$ cat config.mk
export PLATFORM = sky130hd
export DESIGN_NAME = htpc_queue
export DESIGN_NICKNAME = d
export VERILOG_FILES = /design/src/rtl/core/htpc_pkg.sv /design/src/rtl/core/htpc_queue.sv
export SDC_FILE = /design/constraint.sdc
export NUM_CORES = 1
export LEC_CHECK = 0
export BUFFER_PORTS_ARGS = -buffer_cell sky130_fd_sc_hd__buf_2
export CAP_MARGIN = 10
export CORE_ASPECT_RATIO = 1.25
export CORE_MARGIN = 3
export CORE_UTILIZATION = 54
export DETAILED_ROUTE_END_ITERATION = 16
export PLACE_DENSITY = 0.85
export SKIP_CTS_REPAIR_TIMING = 1
export SLEW_MARGIN = 40
export SYNTH_ARGS = -nofsm -noshare
export SYNTH_HDL_FRONTEND = slang
export SYNTH_SLANG_ARGS = --single-unit
$ cat constraint.sdc
create_clock -name clk_i -period 2.4 [get_ports clk_i]
set_input_delay 0.36 -clock clk_i [delete_from_list [all_inputs] [get_ports clk_i]]
set_output_delay 0.36 -clock clk_i [all_outputs]
set_load 0.02 [all_outputs]
$ cat src/rtl/core/htpc_pkg.sv
// ----------------------------------------------------------------------------
// htpc_pkg
// Shared types, codes and constants for the heading turn PID controller:
// operation and motor command codes, register indexes, config and queue
// word structs, and the angle wrap helper.
// ----------------------------------------------------------------------------
package htpc_pkg;

  // Operation codes of an input word
  typedef enum logic [1:0] {
    OP_SAMPLE = 2'd0,
    OP_LEFT   = 2'd1,
    OP_RIGHT  = 2'd2,
    OP_STOP   = 2'd3
  } op_e;

  // Motor command codes of a result word
  typedef enum logic [1:0] {
    MC_NONE  = 2'd0,
    MC_LEFT  = 2'd1,
    MC_RIGHT = 2'd2,
    MC_STOP  = 2'd3
  } motor_cmd_e;

  // Configuration port
  localparam int unsigned REG_IDX_W  = 3;
  localparam int unsigned CFG_DATA_W = 16;

  localparam logic [REG_IDX_W-1:0] REG_GAIN_P          = 3'd0;
  localparam logic [REG_IDX_W-1:0] REG_GAIN_I          = 3'd1;
  localparam logic [REG_IDX_W-1:0] REG_GAIN_D          = 3'd2;
  localparam logic [REG_IDX_W-1:0] REG_ANGLE_TOLERANCE = 3'd3;
  localparam logic [REG_IDX_W-1:0] REG_SPEED_CEILING   = 3'd4;
  localparam logic [REG_IDX_W-1:0] REG_SPEED_FLOOR     = 3'd5;

  // Field widths
  localparam int unsigned ANGLE_W = 16;
  localparam int unsigned GAIN_W  = 16;
  localparam int unsigned TOL_W   = 15;
  localparam int unsigned SPEED_W = 7;

  // Angle arithmetic in centidegrees, with headroom for one wrap step
  localparam int unsigned WIDE_ANGLE_W = 18;
  localparam logic signed [WIDE_ANGLE_W-1:0] HALF_TURN    = 18'sd18000;
  localparam logic signed [WIDE_ANGLE_W-1:0] FULL_TURN    = 18'sd36000;
  localparam logic signed [WIDE_ANGLE_W-1:0] QUARTER_TURN = 18'sd9000;

  // PID datapath widths
  localparam int unsigned E100_W    = 22;  // error * 100
  localparam int unsigned DIFF_W    = 17;  // error - last error
  localparam int unsigned DD_W      = 30;  // (error - last error) * 10000
  localparam int unsigned NUM_W     = 64;  // PID numerator
  localparam int unsigned ICLAMP_W  = 62;  // integral term after clamp to 2^60
  localparam int unsigned ILIM_BITS = 60;

  // Speed scaling: percent = numerator / 2560000 = (numerator >> 12) / 625
  localparam int unsigned SCALE_W     = 22;
  localparam logic [SCALE_W-1:0] PID_SCALE = 22'd2560000;
  localparam int unsigned MAGC_W      = 29;  // 127 * 2560000 fits
  localparam int unsigned SCALE_SHIFT = 12;
  localparam int unsigned QX_W        = MAGC_W - SCALE_SHIFT;
  localparam int unsigned RECIP_W     = 18;
  localparam logic [RECIP_W-1:0] RECIP_625 = 18'd214749;  // ceil(2^27 / 625)
  localparam int unsigned RECIP_SHIFT = 27;
  localparam int unsigned QPROD_W     = QX_W + RECIP_W;

  // Queue between front and back
  localparam int unsigned QUEUE_DEPTH = 4;

  // Configuration registers as one group
  typedef struct packed {
    logic [GAIN_W-1:0]  gain_p;
    logic [GAIN_W-1:0]  gain_i;
    logic [GAIN_W-1:0]  gain_d;
    logic [TOL_W-1:0]   angle_tolerance;
    logic [SPEED_W-1:0] speed_ceiling;
    logic [SPEED_W-1:0] speed_floor;
  } htpc_cfg_t;

  // Classified word handed from front to back
  typedef struct packed {
    logic                      pid_run;    // run the PID on err
    logic                      use_speed;  // report the PID speed
    motor_cmd_e                cmd;
    logic signed [ANGLE_W-1:0] err;
    logic                      reached;
    logic                      turning;
  } htpc_entry_t;

  // Bring an angle back into -18000..+18000 (one step covers the ranges its callers pass)
  function automatic logic signed [WIDE_ANGLE_W-1:0] wrap_angle(
    input logic signed [WIDE_ANGLE_W-1:0] a
  );
    logic signed [WIDE_ANGLE_W-1:0] r;
    r = a;
    if (a > HALF_TURN) begin
      r = a - FULL_TURN;
    end else if (a < -HALF_TURN) begin
      r = a + FULL_TURN;
    end
    return r;
  endfunction

endpackage

$ cat src/rtl/core/htpc_queue.sv
// ----------------------------------------------------------------------------
// htpc_queue
// Short first-in first-out queue of classified words between the front
// and the back, so that each side stalls on its own.
// ----------------------------------------------------------------------------
module htpc_queue import htpc_pkg::*; (
  input  logic        clk_i,
  input  logic        rst_ni,
  input  logic        push_i,
  input  htpc_entry_t entry_i,
  output logic        full_o,
  input  logic        pop_i,
  output logic        empty_o,
  output htpc_entry_t head_o
);

  localparam int unsigned PTR_W = $clog2(QUEUE_DEPTH);
  localparam int unsigned CNT_W = $clog2(QUEUE_DEPTH + 1);
  localparam logic [PTR_W-1:0] LAST_PTR = PTR_W'(QUEUE_DEPTH - 1);
  localparam logic [CNT_W-1:0] FULL_CNT = CNT_W'(QUEUE_DEPTH);

  htpc_entry_t       slots_q [QUEUE_DEPTH];
  logic [PTR_W-1:0]  wr_ptr_q, wr_ptr_d;
  logic [PTR_W-1:0]  rd_ptr_q, rd_ptr_d;
  logic [CNT_W-1:0]  count_q, count_d;
  logic              do_push, do_pop;

  assign full_o  = (count_q == FULL_CNT);
  assign empty_o = (count_q == '0);
  assign head_o  = slots_q[rd_ptr_q];

  assign do_push = push_i && !full_o;
  assign do_pop  = pop_i && !empty_o;

  // Advance pointers and fill count
  always_comb begin
    wr_ptr_d = wr_ptr_q;
    rd_ptr_d = rd_ptr_q;
    count_d  = count_q;
    if (do_push) begin
      wr_ptr_d = (wr_ptr_q == LAST_PTR) ? '0 : wr_ptr_q + 1'b1;
    end
    if (do_pop) begin
      rd_ptr_d = (rd_ptr_q == LAST_PTR) ? '0 : rd_ptr_q + 1'b1;
    end
    if (do_push && !do_pop) begin
      count_d = count_q + 1'b1;
    end else if (do_pop && !do_push) begin
      count_d = count_q - 1'b1;
    end
  end

  always_ff @(posedge clk_i or negedge rst_ni) begin
    if (!rst_ni) begin
      wr_ptr_q <= '0;
      rd_ptr_q <= '0;
      count_q  <= '0;
    end else begin
      wr_ptr_q <= wr_ptr_d;
      rd_ptr_q <= rd_ptr_d;
      count_q  <= count_d;
    end
  end

  // Store the pushed word
  always_ff @(posedge clk_i) begin
    if (do_push) begin
      slots_q[wr_ptr_q] <= entry_i;
    end
  end

endmodule

# Word level (Yosys, flattened, before mapping)
# Memory sizes are Yosys's and may differ from the RTL's.
# Index checks and enable logic that the tools add are counted.
[word_totals]
elab_cells = 27
output_inout_bits = 24
mem_count = 1
reg_bits = 7
ram_bits = 88
[mem_list]
columns = ["name", "depth", "word_bits", "rd", "rd_clocked_by_memory_dff", "write_ports", "line_no", "source"]
rows = [
  ["slots_q", 4, 22, 1, 0, 1, "htpc_queue.sv:22", "htpc_entry_t slots_q [QUEUE_DEPTH];"],
]
[classes]
eq_ne = 3
addsub = 4
mux = 6
reduce_logical = 10
[op_table]
columns = ["operator", "n"]
rows = [
  ["$mux W3", 2],
  ["$add A2 B1 Y2 const B", 2],
  ["$eq A2 B2 Y1 const B", 2],
  ["$logic_and A1 B1 Y1", 4],
  ["$logic_not A1 Y1", 4],
  ["$mux W2", 2],
  ["$add A3 B1 Y3 const B", 1],
  ["$eq A3 B3 Y1 const B", 1],
  ["$logic_not A3 Y1", 1],
  ["$sub A3 B1 Y3 const B", 1],
  ["$mux W1", 2],
  ["$reduce_bool A2 Y1", 1],
]

# Depth between registers and ports, before layout
# Gate-level depths: netlist (run 1).
[logic_depth]
word_depth = 7
depth_mapped = 9
mapped_depth_nobuf = 8

# Least setup slack after synthesis (run 1)
# No wires, ideal clock.
[synth_path]
path_type = "reg-to-reg"
startpoint = "register count_q[0]"
endpoint = "register count_q[1]"
n_path_buf = 1
arrival_ns = 2.000
setup_ns = 0.125
path_slack_ns = 0.275
synth_period_minus_slack_ns = 2.125
required_time_ns = 2.275
path_stages_with_launch = 8
path_cell_list = "dfrtp_1 nor3b_2 nor2b_1 buf_2 ha_1 inv_1 fa_1 mux2_2"
[synth_via]
word_cells_on_any_way = 15
cone_classes = "add/sub: 2; eq/ne: 1; mux: 2; reduce/logical: 10"
[synth_lines]
columns = ["item", "line_no", "source"]
rows = [
  ["start, declared", "htpc_queue.sv:25", "logic [CNT_W-1:0] count_q, count_d;"],
  ["start signal, assigned", "htpc_queue.sv:61", "count_q <= count_d;"],
  ["$eq A3 B3 Y1", "htpc_queue.sv:28", "assign full_o = (count_q == FULL_CNT);"],
  ["via full_o", "htpc_queue.sv:11", "output logic full_o,"],
  ["$logic_not A1 Y1", "htpc_queue.sv:32", "assign do_push = push_i && !full_o;"],
  ["$logic_and A1 B1 Y1", "htpc_queue.sv:32", ""],
  ["via do_push", "htpc_queue.sv:26", "logic do_push, do_pop;"],
  ["$logic_and A1 B1 Y1", "htpc_queue.sv:46", "if (do_push && !do_pop) begin"],
  ["$mux W3", "htpc_queue.sv:46", ""],
  ["via count_d[1]", "htpc_queue.sv:25", ""],
]
# The timed path passes the listed nets, and every way through them passes these cells. The select of a mux whose other input is x is not followed.
# A chain may end at the register's enable or synchronous reset.

==> flow_summary.toml, run 1 <==
[yosys]
synth_top_area_share_pct = 73.1
ys_seq_area_share_pct = 78.0
yosys.area.top_type = "edfxtp_1"
synth_top_family_by_area = "multiplexers"
synthSimpleGateAreaFrac_pct = 1.70
avgSynthCellArea_um2 = 23.8
synth_cells = 152
ys_warn_count = 0
synthTopCellsByArea = "edfxtp_1, mux4_2, dfrtp_1, ha_1, mux2_4"
post_synth_xor_area_fraction_pct = 0.727
synth_mux_area_share_pct = 15.2
synth_fa_ha_area_share_pct = 2.63
synth_area_um2 = 3610
syn_nets = 185
synth_compound_area_share_pct = 0.554
ys_ff_latch = 95
synth_cell_type_count = 20

[clocking]
cts_sinks = 95
cts_buffers = 9
clockRootBuffer = "clkbuf_8"
cts.htree.levels = 3
clkTransAtPathRegs_ps = 80
cts_buffer_depth = 2
clk_latency_ps = 340
tritoncts = "built"

[grt]
grt_pass1_wl_mm = 9.14
overflow = 0
antenna_found_initial = 0
grt_pass1_vias = 1820
grt_use_total_pct = 16.6
grt_max_degree = 18

[final_layout]
final_common_cell = "edfxtp_1"
multi_input_area_um2 = 751
layout.nets = 252
antenna_cells = 0
fillers = 439
final_layout_size_suffix_gt1_share_pct = 46.6
regArea_um2 = 2820
mostFrequentLayoutCells = "edfxtp_1, buf_2, mux4_2"
synthToLayoutAreaGrowth_pct = 17.1

[setup_path]
required_ps = 2040
endpoint_kind = "primary output"
worstPathArrival_ps = 1720
crit_type = "reg2out"
crit_fanout = 13
cp-start-kind = "flop"

[route]
vias = 1644
wire_per_inst_um = 18.7
first_pass_iters = 4
ant_nets = 0
post-route-drc-count = 0
vias_per_cell = 5.34
dr.first_iter.drc_count = 49
drt_wl_total_mm = 5.75

[power]
ir_drop_mv = 0.686
p_leak_uw = 0.00151
powerDensity_nw_per_um2 = 1210

[sta]
setup_viol = 0
finalSetupTns_ps = 0
fin_skew_ps = 6.16
worst_hold_slack_ps = 225
finalHoldViolCount = 0
finalCritPeriodShare_pct = 86.6
tightest_slew_ps = 355
period_needed_ps = 2080
slew_viol_final = 0
max_freq_mhz = 481
rsz0062_at_grt = "no"
slew_headroom_pct = 76.2

[floorplanning]
num_io_pins = 50
die_h_um = 97.5
start_util_pct = 57.1
core_area_um2 = 6330
num_rows = 32
dieArea_um2 = 7720
die_x_um = 79.2

[placement]
hpwl_mm = 3.93
io_buffers = 49
globalplace.congestion = 0.700

[run]
cap_violations = 0

[status]
status = "finished, final reports clean"

[min_path]
hp-class = "in2reg"
==> sequential cells by signal (all words and copies together), names as in the netlist <==
| signal | cells |
|---|---|
| count_q | 3 |
| rd_ptr_q | 2 |
| slots_q | 88 |
| wr_ptr_q | 2 |
==> kinds of logic (layout without fill, tap and decap cells) <==
family / count (synthesis) / in the layout
xor gates and xnor gates: 3 / 3
DFF: 95 / 95
muxes: 26 / 26
and+or+nand+nor: 10 / 10
adders and majority gates: 7 / 7
buffers and inverters: 9 / 80
AOI/OAI and AO/OA: 2 / 2
==> where the power goes <==
part           switching [uW]  total (uW)  internal [uW]
logic                    1010        1830            817
registers                 133        2330           2200
clock network             497         975            478
==> cell type report <==
class / instances / share of cell area (%)
inverter: 3 / 0.266
multi-input combinational: 48 / 17.7
clock inverter: 5 / 1.39
tap: 85 / 2.51
timing repair buffer: 62 / 8.46
clock buffer: 10 / 3.02
sequential: 95 / 66.6
==> through the flow <==
step	std cells	util, %	total power, uW	worst slack [ps]	cell area [um2]
after floorplan	152	-	3640	275	3610
after global placement	292	63.8	4180	429	4040
after detailed placement	292	63.8	4240	388	4040
after CTS	307	66.7	5220	272	4220
after global routing	308	66.9	5410	227	4230
final	308	66.9	5140	321	4230
==> critical path: stages (launching register included) <==
cell     delay (ps)
dfrtp_2         360
buf_4           270
mux4_2          570
buf_2           180
==> worst paths after layout <==
path | start | to | slack, ps | cells after the start
max | rd_ptr_q[0]$_DFFE_PN0P_ | head_o[6] | 320 | 3
min | entry_i[10] | slots_q[2][10]$_DFFE_PP_ | 230 | 1
max reg2reg | count_q[0]$_DFFE_PN0P_ | count_q[2]$_DFFE_PN0P_ | 360 | 7
min reg2reg | count_q[2]$_DFFE_PN0P_ | count_q[2]$_DFFE_PN0P_ | 530 | 1
max in group asynchronous | rst_ni | rd_ptr_q[0]$_DFFE_PN0P_ | 1860 | 2
min in group asynchronous | rst_ni | count_q[0]$_DFFE_PN0P_ | 370 | 2
==> synthesized netlist by cell type <==
| library cell | number |
|---|---|
| edfxtp_1 | 88 |
| mux4_2 | 22 |
| dfrtp_1 | 7 |
| ha_1 | 6 |
| and2_1 | 4 |
| buf_2 | 3 |
| inv_1 | 3 |
| buf_4 | 2 |
| mux2_2 | 2 |
| mux2_4 | 2 |
| nor2_1 | 2 |
| nor3_1 | 2 |
| xor2_1 | 2 |
| a21o_1 | 1 |
| buf_1 | 1 |
| fa_1 | 1 |
| nor2b_1 | 1 |
| nor3b_2 | 1 |
| o31ai_2 | 1 |
| xnor2_1 | 1 |
==> metal layers <==
metal,global-route usage [%],share of wire [%],vias up
met1,19.0,38,841
met3,4.45,4.3,7
met4,6.35,1.3,0
met2,29.4,57,38
met5,0,0,-
li1,-,-,758
Note: power is estimated with default switching activity, not from simulation.
==> inputs of run 2 (changes only) <==
--- a/config.mk
+++ b/config.mk
@@ -9,9 +9,9 @@
 export CAP_MARGIN = 10
 export CORE_ASPECT_RATIO = 1.25
 export CORE_MARGIN = 3
-export CORE_UTILIZATION = 54
+export CORE_UTILIZATION = 56
 export DETAILED_ROUTE_END_ITERATION = 16
-export PLACE_DENSITY = 0.85
+export PLACE_DENSITY = 0.87
 export SKIP_CTS_REPAIR_TIMING = 1
 export SLEW_MARGIN = 40
 export SYNTH_ARGS = -nofsm -noshare
==> run 2 against run 1 <==
Combinational power about the same; worst setup slack got worse by 28 ps; worst hold slack improved by 1.9 ps; global-route usage increased by 0.61 points; routed wire length decreased by 0.14%; utilization increased by 1.6 points; critical path depth unchanged; die area decreased by 3.3%; via count increased by 2.8%; non-clock buffer count decreased by 4; register-to-register slack got worse by 20 ps; total power increased by 0.93%; critical path type unchanged; highest routed layer unchanged.
==> flow_summary.toml, run 2 (synthesis results as in run 1) <==
[placement]
place_area_um2 = 4050
io_buffers = 49
globalplace.congestion = 0.695
hpwl_mm = 3.86

[final_layout]
final_design_area_no_fill_um2 = 4250
mostFrequentLayoutCells = "edfxtp_1, buf_2, mux4_2"
antenna_cells = 0
fillers = 390
largest_register_ffs = 88
final_common_cell = "edfxtp_1"
final_layout_size_suffix_gt1_share_pct = 43.6
synthToLayoutAreaGrowth_pct = 17.6
layout.nets = 248
regMostFlops = "slots_q"
reg_top3 = "slots_q (88), count_q (3)"

[grt]
grt_max_degree = 20
use_met1_pct = 19.9
grt_pass1_wl_mm = 9.30
grt_use_met3_pct = 4.78
overflow = 0
grt_pass1_vias = 1898
grt_busiest_layer = "met2"
grt_use_met2_pct = 29.7
grt_use_total_pct = 17.2
antenna_found_initial = 0

[setup_path]
critPathTopFamily = "multiplexers"
r2r_cells = 7
reg2reg_to = "count_q[2]$_DFFE_PN0P_"
crit_slowest_cell = "mux4_2"
cp_num_buf_inv = 2
endpoint_kind = "primary output"
cp_slowest_stage_delay_ps = 560
rrSetupSlack_ps = 340
crit_fanout = 17
crit_type = "reg2out"
cp-start-kind = "flop"
required_ps = 2040
worstPathArrival_ps = 1750
worstReg2RegStart = "count_q[0]$_DFFE_PN0P_"
cp_cell_sequence = "buf_4 > mux4_2 > buf_2"

[status]
status = "finished, final reports clean"

[min_path]
hp-class = "in2reg"
hold_end = "slots_q[3][0]$_DFFE_PP_"
hold_path_startpoint = "entry_i[0]"
hold_depth = 1

[sta]
fin_skew_ps = 7.23
max_freq_mhz = 475
slew_headroom_pct = 71.0
period_needed_ps = 2110
rsz0062_at_grt = "no"
finalCritPeriodShare_pct = 87.8
slew_viol_final = 0
finalHoldViolCount = 0
finalSetupTns_ps = 0
setup_viol = 0
tightest_slew_ps = 434

[route]
vias = 1690
ant_nets = 0
drt_wl_total_mm = 5.74
wire_per_inst_um = 18.8
vias_per_cell = 5.54
first_pass_iters = 6
post-route-drc-count = 0
dr.first_iter.drc_count = 91

[power]
p_leak_uw = 0.00151
powerDensity_nw_per_um2 = 1220
ir_drop_mv = 0.929

[floorplanning]
die_h_um = 95.8
start_util_pct = 58.2
core_area_um2 = 6210
die_x_um = 77.8
num_rows = 32
dieArea_um2 = 7460
num_io_pins = 50

[clocking]
cts_buffer_depth = 2
clockRootBuffer = "clkbuf_8"
cts_buffers = 9
cts.htree.levels = 3
clkTransAtPathRegs_ps = 80
cts_sinks = 95
tritoncts = "built"
clk_latency_ps = 340

[run]
cap_violations = 0
## run 2: worst max path at each step
stage,cells past startpoint,to,slack (ps),from
after global routing,3,head_o[14],180,rd_ptr_q[0]$_DFFE_PN0P_
after floorplan,7,count_q[1]$_DFFE_PN0P_,280,count_q[0]$_DFFE_PN0P_
after detailed placement,7,count_q[2]$_DFFE_PN0P_,340,count_q[0]$_DFFE_PN0P_
after CTS,3,head_o[14],250,rd_ptr_q[0]$_DFFE_PN0P_
after global placement,7,count_q[2]$_DFFE_PN0P_,420,count_q[0]$_DFFE_PN0P_
final,3,head_o[20],290,rd_ptr_q[0]$_DFFE_PN0P_
## run 2: stage by stage
stage / hold slack [ps] / util [%] / worst slack [ps] / std cells / power (uW)
4_1_cts: -183 / 68.3 / 247 / 304 / 5260
2_1_floorplan: 64.4 / - / 275 / 152 / 3640
6_report: 227 / 68.5 / 293 / 305 / 5180
3_5_place_dp: 203 / 65.3 / 337 / 288 / 4260
3_3_place_gp: 205 / 65.3 / 423 / 288 / 4210
5_1_grt: 208 / 68.5 / 185 / 305 / 5460
## run 2: per-layer routing
layer	up-vias	part of all wire [%]	wire (um)
met5	-	0	0
met4	0	1.5	88
met3	6	6.5	373
met2	55	53	3070
met1	880	38	2210
li1	749	-	-
## run 2: final cells by class
type,instances,area (um2),share of cell area [%]
repair buffers,58,378,8.89
flip-flops and latches,95,2820,66.3
inverters,3,11.3,0.265
multi-input cells,48,751,17.7
clock buffers,15,156,3.68
clock inverters,1,30.0,0.707
well taps,85,106,2.50
## run 2: power breakdown
part	internal (uW)	switching [uW]
combinational	846	974
clock	514	484
sequential	2200	168
total	3560	1630
