==> config.mk <==
export PLATFORM = sky130hd
export DESIGN_NAME = htpc_front
export DESIGN_NICKNAME = d
export VERILOG_FILES = /design/src/rtl/core/htpc_pkg.sv /design/src/rtl/core/htpc_front.sv
export SDC_FILE = /design/constraint.sdc
export NUM_CORES = 1
export LEC_CHECK = 0
export BUFFER_PORTS_ARGS = -buffer_cell sky130_fd_sc_hd__buf_2
export CORE_ASPECT_RATIO = 0.9
export CORE_MARGIN = 3
export CORE_UTILIZATION = 45
export CTS_CLUSTER_DIAMETER = 50
export CTS_CLUSTER_SIZE = 20
export DETAILED_ROUTE_END_ITERATION = 10
export PLACE_DENSITY = 0.68
export SYNTH_ARGS = -nofsm -noshare
export SYNTH_HDL_FRONTEND = slang
export SYNTH_SLANG_ARGS = --single-unit
==> constraint.sdc <==
create_clock -name clk_i -period 11 [get_ports clk_i]
set_input_delay 2.75 -clock clk_i [delete_from_list [all_inputs] [get_ports clk_i]]
set_output_delay 2.75 -clock clk_i [all_outputs]
set_load 0.05 [all_outputs]
==> src/rtl/core/htpc_pkg.sv <==
// ----------------------------------------------------------------------------
// htpc_pkg
// Shared types, codes and constants for the heading turn PID controller:
// operation and motor command codes, register indexes, config and queue
// word structs, and the angle wrap helper.
// ----------------------------------------------------------------------------
package htpc_pkg;

  // Operation codes of an input word
  typedef enum logic [1:0] {
    OP_SAMPLE = 2'd0,
    OP_LEFT   = 2'd1,
    OP_RIGHT  = 2'd2,
    OP_STOP   = 2'd3
  } op_e;

  // Motor command codes of a result word
  typedef enum logic [1:0] {
    MC_NONE  = 2'd0,
    MC_LEFT  = 2'd1,
    MC_RIGHT = 2'd2,
    MC_STOP  = 2'd3
  } motor_cmd_e;

  // Configuration port
  localparam int unsigned REG_IDX_W  = 3;
  localparam int unsigned CFG_DATA_W = 16;

  localparam logic [REG_IDX_W-1:0] REG_GAIN_P          = 3'd0;
  localparam logic [REG_IDX_W-1:0] REG_GAIN_I          = 3'd1;
  localparam logic [REG_IDX_W-1:0] REG_GAIN_D          = 3'd2;
  localparam logic [REG_IDX_W-1:0] REG_ANGLE_TOLERANCE = 3'd3;
  localparam logic [REG_IDX_W-1:0] REG_SPEED_CEILING   = 3'd4;
  localparam logic [REG_IDX_W-1:0] REG_SPEED_FLOOR     = 3'd5;

  // Field widths
  localparam int unsigned ANGLE_W = 16;
  localparam int unsigned GAIN_W  = 16;
  localparam int unsigned TOL_W   = 15;
  localparam int unsigned SPEED_W = 7;

  // Angle arithmetic in centidegrees, with headroom for one wrap step
  localparam int unsigned WIDE_ANGLE_W = 18;
  localparam logic signed [WIDE_ANGLE_W-1:0] HALF_TURN    = 18'sd18000;
  localparam logic signed [WIDE_ANGLE_W-1:0] FULL_TURN    = 18'sd36000;
  localparam logic signed [WIDE_ANGLE_W-1:0] QUARTER_TURN = 18'sd9000;

  // PID datapath widths
  localparam int unsigned E100_W    = 22;  // error * 100
  localparam int unsigned DIFF_W    = 17;  // error - last error
  localparam int unsigned DD_W      = 30;  // (error - last error) * 10000
  localparam int unsigned NUM_W     = 64;  // PID numerator
  localparam int unsigned ICLAMP_W  = 62;  // integral term after clamp to 2^60
  localparam int unsigned ILIM_BITS = 60;

  // Speed scaling: percent = numerator / 2560000 = (numerator >> 12) / 625
  localparam int unsigned SCALE_W     = 22;
  localparam logic [SCALE_W-1:0] PID_SCALE = 22'd2560000;
  localparam int unsigned MAGC_W      = 29;  // 127 * 2560000 fits
  localparam int unsigned SCALE_SHIFT = 12;
  localparam int unsigned QX_W        = MAGC_W - SCALE_SHIFT;
  localparam int unsigned RECIP_W     = 18;
  localparam logic [RECIP_W-1:0] RECIP_625 = 18'd214749;  // ceil(2^27 / 625)
  localparam int unsigned RECIP_SHIFT = 27;
  localparam int unsigned QPROD_W     = QX_W + RECIP_W;

  // Queue between front and back
  localparam int unsigned QUEUE_DEPTH = 4;

  // Configuration registers as one group
  typedef struct packed {
    logic [GAIN_W-1:0]  gain_p;
    logic [GAIN_W-1:0]  gain_i;
    logic [GAIN_W-1:0]  gain_d;
    logic [TOL_W-1:0]   angle_tolerance;
    logic [SPEED_W-1:0] speed_ceiling;
    logic [SPEED_W-1:0] speed_floor;
  } htpc_cfg_t;

  // Classified word handed from front to back
  typedef struct packed {
    logic                      pid_run;    // run the PID on err
    logic                      use_speed;  // report the PID speed
    motor_cmd_e                cmd;
    logic signed [ANGLE_W-1:0] err;
    logic                      reached;
    logic                      turning;
  } htpc_entry_t;

  // Bring an angle back into -18000..+18000 (one step covers the ranges its callers pass)
  function automatic logic signed [WIDE_ANGLE_W-1:0] wrap_angle(
    input logic signed [WIDE_ANGLE_W-1:0] a
  );
    logic signed [WIDE_ANGLE_W-1:0] r;
    r = a;
    if (a > HALF_TURN) begin
      r = a - FULL_TURN;
    end else if (a < -HALF_TURN) begin
      r = a + FULL_TURN;
    end
    return r;
  endfunction

endpackage

==> src/rtl/core/htpc_front.sv <==
// ----------------------------------------------------------------------------
// htpc_front
// Accepts input words, keeps the heading, target and turn state, wraps the
// heading error, checks tolerance and classifies each word for the back.
// ----------------------------------------------------------------------------
module htpc_front import htpc_pkg::*; (
  input  logic                      clk_i,
  input  logic                      rst_ni,
  input  logic                      in_valid_i,
  output logic                      in_ready_o,
  input  logic [1:0]                operation_i,
  input  logic signed [ANGLE_W-1:0] yaw_sample_i,
  input  logic [TOL_W-1:0]          tolerance_i,
  input  logic                      q_full_i,
  output logic                      push_o,
  output htpc_entry_t               entry_o
);

  logic signed [ANGLE_W-1:0] heading_q, heading_d;
  logic signed [ANGLE_W-1:0] target_q, target_d;
  logic                      active_q, active_d;
  motor_cmd_e                sense_q, sense_d;

  logic                           accept;
  op_e                            op;
  logic signed [WIDE_ANGLE_W-1:0] turn_sum;
  logic signed [WIDE_ANGLE_W-1:0] err_wide;
  logic [WIDE_ANGLE_W-1:0]        err_mag;
  logic                           rotating;

  assign in_ready_o = !q_full_i;
  assign accept     = in_valid_i && !q_full_i;
  assign push_o     = accept;
  assign op         = op_e'(operation_i);

  // Candidate target and error for this word
  always_comb begin
    if (op == OP_LEFT) begin
      turn_sum = WIDE_ANGLE_W'(heading_q) + QUARTER_TURN;
    end else begin
      turn_sum = WIDE_ANGLE_W'(heading_q) - QUARTER_TURN;
    end
    err_wide = wrap_angle(WIDE_ANGLE_W'(target_q) - WIDE_ANGLE_W'(yaw_sample_i));
    err_mag  = err_wide[WIDE_ANGLE_W-1] ? WIDE_ANGLE_W'(-err_wide) : err_wide;
    rotating = (sense_q == MC_LEFT) || (sense_q == MC_RIGHT);
  end

  // Classify the word and update the turn state
  always_comb begin
    heading_d = heading_q;
    target_d  = target_q;
    active_d  = active_q;
    sense_d   = sense_q;
    entry_o   = '0;
    entry_o.cmd = MC_NONE;
    case (op)
      OP_LEFT, OP_RIGHT: begin
        target_d = ANGLE_W'(wrap_angle(turn_sum));
        active_d = 1'b1;
        sense_d  = (op == OP_LEFT) ? MC_LEFT : MC_RIGHT;
        entry_o.turning = 1'b1;
      end
      OP_STOP: begin
        active_d    = 1'b0;
        sense_d     = MC_NONE;
        entry_o.cmd = MC_STOP;
      end
      default: begin
        heading_d = yaw_sample_i;
        if (active_q) begin
          entry_o.err = ANGLE_W'(err_wide);
          if (err_mag <= WIDE_ANGLE_W'(tolerance_i)) begin
            active_d        = 1'b0;
            sense_d         = MC_NONE;
            entry_o.cmd     = MC_STOP;
            entry_o.reached = 1'b1;
          end else begin
            entry_o.pid_run   = 1'b1;
            entry_o.use_speed = rotating;
            entry_o.cmd       = rotating ? sense_q : MC_NONE;
            entry_o.turning   = 1'b1;
          end
        end
      end
    endcase
  end

  always_ff @(posedge clk_i or negedge rst_ni) begin
    if (!rst_ni) begin
      heading_q <= '0;
      target_q  <= '0;
      active_q  <= 1'b0;
      sense_q   <= MC_NONE;
    end else if (accept) begin
      heading_q <= heading_d;
      target_q  <= target_d;
      active_q  <= active_d;
      sense_q   <= sense_d;
    end
  end

endmodule

After elaboration in Yosys (flattened, before gate mapping)
Index checks and enable logic that the tools add are counted.
{ "op_classes": {"addsub": 8, "magnitude_cmp": 5, "n_eq_ne": 5, "mux": 22, "n_bitwise": 1, "n_reduce_logical": 10} }
{ "op_table": {"columns": ["op", "n"], "rows": [
  ["18-bit 2-to-1 mux", 4],
  ["16-bit 2-to-1 mux", 2],
  ["22-bit 2-to-1 mux", 1],
  ["17-bit by 17-bit adder with 18-bit output, second input constant", 1],
  ["18-bit by 16-bit greater-than comparator with 1-bit output, second input constant", 1],
  ["18-bit by 15-bit less-or-equal comparator with 1-bit output", 1],
  ["18-bit by 16-bit less-than comparator with 1-bit output, second input constant", 1],
  ["18-bit negation", 1],
  ["17-bit by 17-bit subtractor with 18-bit output, second input constant", 1],
  ["16-bit by 15-bit adder with 17-bit output, second input constant", 1],
  ["17-bit by 16-bit greater-than comparator with 1-bit output, second input constant", 1],
  ["17-bit by 16-bit less-than comparator with 1-bit output, second input constant", 1],
  ["17-bit 2-to-1 mux", 1],
  ["16-bit by 15-bit subtractor with 17-bit output, second input constant", 1],
  ["16-bit by 16-bit subtractor with 17-bit output", 1],
  ["16-bit adder, second input constant", 1],
  ["16-bit subtractor, second input constant", 1],
  ["2-bit 2-to-1 mux", 7],
  ["2-bit case mux with 2 select lines", 2],
  ["2-bit equality test, second input constant", 3],
  ["3-bit nonzero test", 2],
  ["2-bit by 1-bit equality test with 1-bit output, second input constant", 2],
  ["1-bit case mux with 2 select lines", 2],
  ["2-bit AND reduction", 2],
  ["8 further kinds", 10]
]} }
{ "totals": {"reg_bits": 35, "inputBits": 37, "output_inout_bits": 24, "elab_cells": 55} }

Logic depth before layout (Yosys ltp)
Gate-level depths: netlist of the first run.
{ "logic_depth": {"ltp_word": 10, "ltp_mapped": 30, "ltp_nobuf": 30} }

Least setup slack after synthesis of the first run
OpenSTA, ideal clock, no wires.
{ "synth_timing": {"path_type": "input port to output port", "startpoint": "input yaw_sample_i[0]", "endpoint": "output entry_o[1] (netlist name)", "arrival_ps": 9184, "required_ps": 8250, "path_slack_ps": -934, "path_stages": 27, "path_buffers": 1, "cell_sequence": "ha_1 fa_1 nor2b_4 o2111ai_2 nand3b_1 xor2_1 inv_1 ha_1 inv_1 o221a_2 o21ai_0 a32oi_1 o221ai_1 buf_2 mux2i_1 a22oi_1 or4b_1 and2_1 xnor2_1 ha_1 nand4_1 nor3_1 a2111oi_0 o21ai_0 a21oi_1 a21oi_1 nor4_1"} }
{ "synth_lines": {"columns": ["element", "line", "source"], "rows": [
  ["start, declared", "htpc_front.sv:12", "input logic signed [ANGLE_W-1:0] yaw_sample_i,"],
  ["end, declared", "htpc_front.sv:16", "output htpc_entry_t entry_o"]
]} }

==> results of run 1 <==
==> final cells by class <==
| type | instances | area (um2) |
|---|---|---|
| clock inverters | 2 | 38.8 |
| flip-flops and latches | 35 | 876 |
| fillers | 1027 | 4240 |
| inverters | 58 | 218 |
| well taps | 152 | 190 |
| clock buffers | 6 | 139 |
| multi-input cells | 546 | 4210 |
| repair buffers | 155 | 1070 |
==> sequential cells by signal, summed over array words and instances (netlist names) <==
name and count:
active_q 1, heading_q 16, sense_q 2, target_q 16
==> how the worst max path moves through the flow <==
stage | startpoint | endpoint | slack, ps | depth (start not counted)
2_1_floorplan | yaw_sample_i[0] | entry_o[20] | -20 | 28
3_3_place_gp | yaw_sample_i[0] | entry_o[18] | -150 | 31
3_5_place_dp | yaw_sample_i[0] | entry_o[18] | -420 | 31
4_1_cts | yaw_sample_i[0] | entry_o[0] | 6 | 30
5_1_grt | yaw_sample_i[0] | entry_o[0] | -170 | 31
6_report | yaw_sample_i[0] | entry_o[0] | 100 | 32
==> metrics by stage <==
stage | worst slack, ps | util | area, um2
detailed placement | -419 | 0.556 | 6110
CTS | 5.61 | 0.591 | 6490
finish | 104 | 0.614 | 6750
global route | -172 | 0.614 | 6750
global placement | -151 | 0.556 | 6110
floorplan | -18.9 | - | 5180
==> what timing repair did <==
| action | in CTS | in global routing |
|---|---|---|
| pin swaps | 24 | 38 |
| resized for setup | 32 | 44 |
| setup buffers | 11 | 7 |
| setup endpoints to repair | 6 | 6 |
==> cells in the final DEF, fill, tap and decap left out, types with 17 or more instances in the layout <==
cell type / instances
nor3_1: 20
ha_1: 51
buf_4: 92
a21o_1: 17
o21ai_0: 46
nand2_1: 58
xnor2_1: 34
a21oi_1: 30
buf_2: 53
nor2_1: 45
dfrtp_1: 35
inv_1: 56
==> cells by family after synthesis <==
group,Yosys count,synth area share
AND/OR/NAND/NOR,214,0.216
flip-flops,35,0.171
buffers and inverters,82,0.0707
adder cells (fa/ha/maj),60,0.149
multiplexers,10,0.0210
XOR/XNOR,53,0.0920
AO/OA/AOI/OAI,209,0.280
==> routing by layer <==
metal  part of all wire  up-vias  track usage  wire length [um]
li1                   -     2671            -                 -
met1               0.48     2502        0.308              6950
met2               0.46      141        0.351              6640
met3              0.048       13       0.0331               692
met4             0.0059        0       0.0232                85
met5                  0        -            0                 0
==> worst register-to-register path, delay by kind of cell, from the launching register on <==
family	cells	cell delay (ps)
DFF	1	340
and+or+nand+nor	7	1450
AOI/OAI and AO/OA	11	1760
buffers and inverters	7	810
xor gates and xnor gates	3	410
muxes	1	350
adders and majority gates	4	980
==> out/metrics.csv, run 1 <==
stage,metric,value,unit
worst_setup_path,r2r_cells,33,
synthesis,synth_cell_type_count,85,
worst_hold_path,worstHoldPathType,reg -> reg,
clock_tree,numCtsBuffers,5,
place,portBuffers,60,
sta,worst_clock_skew,6.12,ps
synthesis,netlist_top_cells_area,"dfrtp_1 (17%), ha_1 (14%), xnor2_1 (6.3%), o21ai_0 (5.0%), inv_1 (4.2%)",
sta,tns,0,ps
worst_setup_path,critPathKind,in -> out,
detailed_routing,totalWireLength,14400,um
worst_setup_path,cp_common_cell,buf_6,
synthesis,syn-mean-instance-area,7.74,um2
sta,holdWs,487,ps
sta,finalCritPeriodShare,0.991,
detailed_routing,vias_per_cell,5.58,
detailed_routing,drt_iter0_drc,344,
floorplanning,die_height,107,um
final_layout,final_nets,898,
final_layout,stdcell_count,954,
detailed_routing,routedWlPerCell,15.1,um
clock_tree,cts.reportedPaths.clkPinSlew,50,ps
sta,slew_headroom,0.357,
clock_tree,clock-sinks,35,
synthesis,yosysTopAreaCellShare,0.171,
worst_setup_path,rrSetupSlack,4760,ps
worst_hold_path,whs_path_depth,2,
floorplanning,die_area,12700,um2
clock_tree,clk_latency,290,ps
synthesis,synth_cells,663,
clock_tree,clockRootBuffer,clkbuf_16,
worst_setup_path,critical_path_buf_inv_count,7,
grt,antenna_found_initial,0,
synthesis,ys_seq_area_frac,0.171,
worst_setup_path,crit_required,8250,ps
sta,rsz0062_at_grt,yes,
detailed_routing,drc,0,
sta,setup_viol,0,
synthesis,ys.warnings.count,0,
clock_tree,ctsHoldBuffers,0,
worst_setup_path,r2r-start,target_q[0]$_DFFE_PN0P_,
floorplanning,die_x,119,um
sta,final.min_clock_period,10900,ps
synthesis,synth_edf_count,0,
place,place_hpwl,11200,um
place,dp_cells,928,
synthesis,syn-cell-area,5130,um2
worst_setup_path,arrival,8150,ps
worst_hold_path,hold_end,heading_q[7]$_DFFE_PN0P_,
floorplanning,num_rows,36,
synthesis,synth_area_leader_cell,dfrtp_1,
clock_tree,clock_path_buffers,2,
clock_tree,htreeDepth,2,
floorplanning,core,11000,um2
final_layout,drive_above_1_share,0.312,
worst_setup_path,path_delay_family,compound AO/OA/AOI/OAI gates,
sta,worstMarginPinSlew,963,ps
detailed_routing,first_pass_iters,5,
detailed_routing,drtAntennaViolNets,0,
grt,grt_pass1_vias,4941,
final_layout,antenna_cells,0,
synthesis,syn_nets,760,
synthesis,ys_ff_latch,35,
synthesis,async_reset_ff_frac,1.00,
sta,max_freq,0.0918,GHz
flow_run,cap_violations,0,
worst_setup_path,crit_slowest_cell,or4b_4,
worst_setup_path,end_kind,output pin,
detailed_routing,num_vias,5327,
grt,grt_max_degree,36,
worst_setup_path,r2r-end,sense_q[1]$_DFFE_PN0P_,
grt,track_usage,0.214,
place,place_congestion,0.940,
grt,grt_overflow,0,
sta,slew_violations,0,
worst_setup_path,worstSetupStartpointType,primary input,
clock_tree,cts_tree,yes,
final_layout,syn_to_final_growth,31.5,%
synthesis,synthFlopType,dfrtp_1,
synthesis,ys_top_cells_by_count,"ha_1 (58), inv_1 (58), nand2_1 (58), o21ai_0 (51), nor2_1 (50)",
worst_hold_path,hold_start,heading_q[7]$_DFFE_PN0P_,
sta,hold_viol,0,
floorplanning,num_io_pins,61,
worst_setup_path,critical_path.max_stage_delay,570,ps
worst_setup_path,crit_path_max_fanout,7,
floorplanning,initial_core_util,0.467,
status,status,"complete, no violations",
grt,grt_pass1_wl,23000,um
Power of run 1 is left out: the tool's default activity adds up to more than one toggle a clock period on the data nets, which glitch-free logic cannot reach.
==> run 2: changes to the inputs <==
--- a/config.mk
+++ b/config.mk
@@ -12,7 +12,7 @@
 export CTS_CLUSTER_DIAMETER = 50
 export CTS_CLUSTER_SIZE = 20
 export DETAILED_ROUTE_END_ITERATION = 10
-export PLACE_DENSITY = 0.68
+export PLACE_DENSITY = 0.65
 export SYNTH_ARGS = -nofsm -noshare
 export SYNTH_HDL_FRONTEND = slang
 export SYNTH_SLANG_ARGS = --single-unit
==> constraint.sdc (replaced) <==
create_clock -name clk_i -period 11.72 [get_ports clk_i]
set_input_delay 2.93 -clock clk_i [delete_from_list [all_inputs] [get_ports clk_i]]
set_output_delay 2.93 -clock clk_i [all_outputs]
set_load 0.05 [all_outputs]
==> out/metrics.csv, run 2 (synthesized netlist as in run 1, its figures left out) <==
stage,metric,value,unit,change
status,status,"complete, no violations",,
final_layout,syn_to_final_growth,18.0,%,
clock_tree,htreeDepth,2,,unchanged
sta,max_freq,0.0864,GHz,
grt,grt_pass1_vias,4739,,-4.1%
worst_hold_path,worstHoldPathType,reg -> reg,,
final_layout,final_nets,838,,-6.7%
grt,antenna_found_initial,0,,unchanged
detailed_routing,vias_per_cell,5.57,,-0.20%
worst_hold_path,hold_start,target_q[5]$_DFFE_PN0P_,,
detailed_routing,drt_iter0_drc,285,,-17%
worst_setup_path,crit_path_max_fanout,8,,+1
clock_tree,ctsHoldBuffers,0,,unchanged
floorplanning,core,11000,um2,unchanged
detailed_routing,drtAntennaViolNets,0,,unchanged
place,place_hpwl,10600,um,-5.9%
worst_setup_path,crit_required,8790,ps,+540 ps
sta,worst_clock_skew,3.85,ps,-2.27 ps
worst_setup_path,end_kind,output pin,,
final_layout,final_cell_mix,"nand2_1 (58), inv_1 (57), ha_1 (55), buf_2 (55)",,
worst_setup_path,critPathKind,in -> out,,
grt,grt_pass1_wl,22100,um,-3.8%
detailed_routing,totalWireLength,13200,um,-8.1%
grt,track_usage,0.205,,-0.00896
clock_tree,clockRootBuffer,clkbuf_16,,
grt,globalRouteMet2Util,0.322,,-0.0292
clock_tree,clock-sinks,35,,unchanged
sta,tns,0,ps,unchanged
worst_setup_path,rrSetupSlack,5250,ps,+490 ps
grt,grt_overflow,0,,unchanged
place,place_congestion,0.899,,-4.4%
floorplanning,num_rows,36,,unchanged
final_layout,multiInputGateArea,4040,um2,-4.2%
worst_setup_path,r2r-start,target_q[0]$_DFFE_PN0P_,,
grt,busiest_layer,met2,,
grt,grt_use_met3,0.0373,,+0.00420
worst_setup_path,crit_slowest_cell,or4b_4,,
clock_tree,numCtsBuffers,5,,unchanged
final_layout,drive_above_1_share,0.224,,-0.0880
detailed_routing,routedWlPerCell,14.8,um,-1.9%
final_layout,fill_cells,1075,,+4.7%
sta,finalCritPeriodShare,0.987,,
floorplanning,initial_core_util,0.467,,unchanged
worst_setup_path,critical_path.max_stage_delay,550,ps,-20 ps
worst_setup_path,r2r_cells,30,,-9.1%
sta,setup_viol,0,,unchanged
place,portBuffers,60,,unchanged
final_layout,final_util,0.551,,-0.0631
final_layout,reg.largest.list,"heading_q (16), target_q (16), sense_q (2)",,
final_layout,final_common_cell,nand2_1,,
worst_setup_path,arrival,8640,ps,+490 ps
sta,hold_viol,0,,unchanged
final_layout,seq_area,876,um2,unchanged
final_layout,antenna_cells,0,,unchanged
grt,met1_usage,0.303,,-0.00503
detailed_routing,num_vias,4982,,-6.5%
sta,worstMarginPinSlew,944,ps,-18.3 ps
grt,grt_max_degree,36,,unchanged
floorplanning,die_height,107,um,unchanged
worst_setup_path,worstSetupStartpointType,primary input,,
sta,final.min_clock_period,11570,ps,
flow_run,cap_violations,0,,unchanged
clock_tree,clk_latency,280,ps,about the same
detailed_routing,drc,0,,unchanged
floorplanning,num_io_pins,61,,unchanged
floorplanning,die_area,12700,um2,unchanged
clock_tree,cts.reportedPaths.clkPinSlew,60,ps,about the same
detailed_routing,first_pass_iters,4,,-1
worst_setup_path,r2r-end,sense_q[1]$_DFFE_PN0P_,,
sta,slew_violations,0,,unchanged
worst_hold_path,hold_end,target_q[5]$_DFFE_PN0P_,,
worst_hold_path,whs_path_depth,2,,unchanged
clock_tree,cts_tree,yes,,
clock_tree,clock_path_buffers,2,,unchanged
floorplanning,die_x,119,um,unchanged
sta,slew_headroom,0.369,,+0.0122
==> run 2: critical path: cells and delay by family <==
kind | cells | cell delay [ps]
AOI/OAI and AO/OA | 11 | 2020
adders and majority gates | 4 | 1110
buffers and inverters | 4 | 640
xor gates and xnor gates | 3 | 390
and+or+nand+nor | 7 | 1530
==> run 2: per-layer routing <==
metal	part of all wire	vias to the layer above
met1	0.50	2284
met4	0.0061	0
met3	0.058	11
li1	-	2553
met2	0.44	134
met5	0	-
==> run 2: repair_timing <==
action | 4_1_cts | 5_1_grt
gates resized for setup | 6 | 33
gates cloned | 0 | 0
endpoints found under the hold margin | 0 | 0
pin swaps | 2 | 14
endpoints found under the setup margin | 5 | 6
buffers inserted | 1 | 11
==> run 2: stage by stage <==
stage               hold slack, ps  setup WS, ps  cells  instance area, um2
floorplan                      454         -2.94    663                5150
finish                         488           149    894                6050
global route                   527         -79.6    894                6050
CTS                            492          4.58    883                5840
detailed placement             479          -109    874                5670
global placement               472          98.9    874                5670
==> run 2: cell type report <==
type / count / share of cell area
multi-input combinational: 546 / 0.667
sequential: 35 / 0.145
timing repair buffer: 95 / 0.0963
inverter: 58 / 0.0360
tap: 152 / 0.0314
clock buffer: 5 / 0.0207
clock inverter: 3 / 0.00393
==> run 2: how the worst max path moves through the flow <==
stage,startpoint,to,cells past startpoint
detailed placement,yaw_sample_i[0],entry_o[0],30
global placement,yaw_sample_i[0],entry_o[0],31
floorplan,yaw_sample_i[0],entry_o[1],27
finish,yaw_sample_i[0],entry_o[0],29
global route,yaw_sample_i[0],entry_o[0],29
CTS,yaw_sample_i[0],entry_o[0],30
Power of run 2 is left out for the same reason.
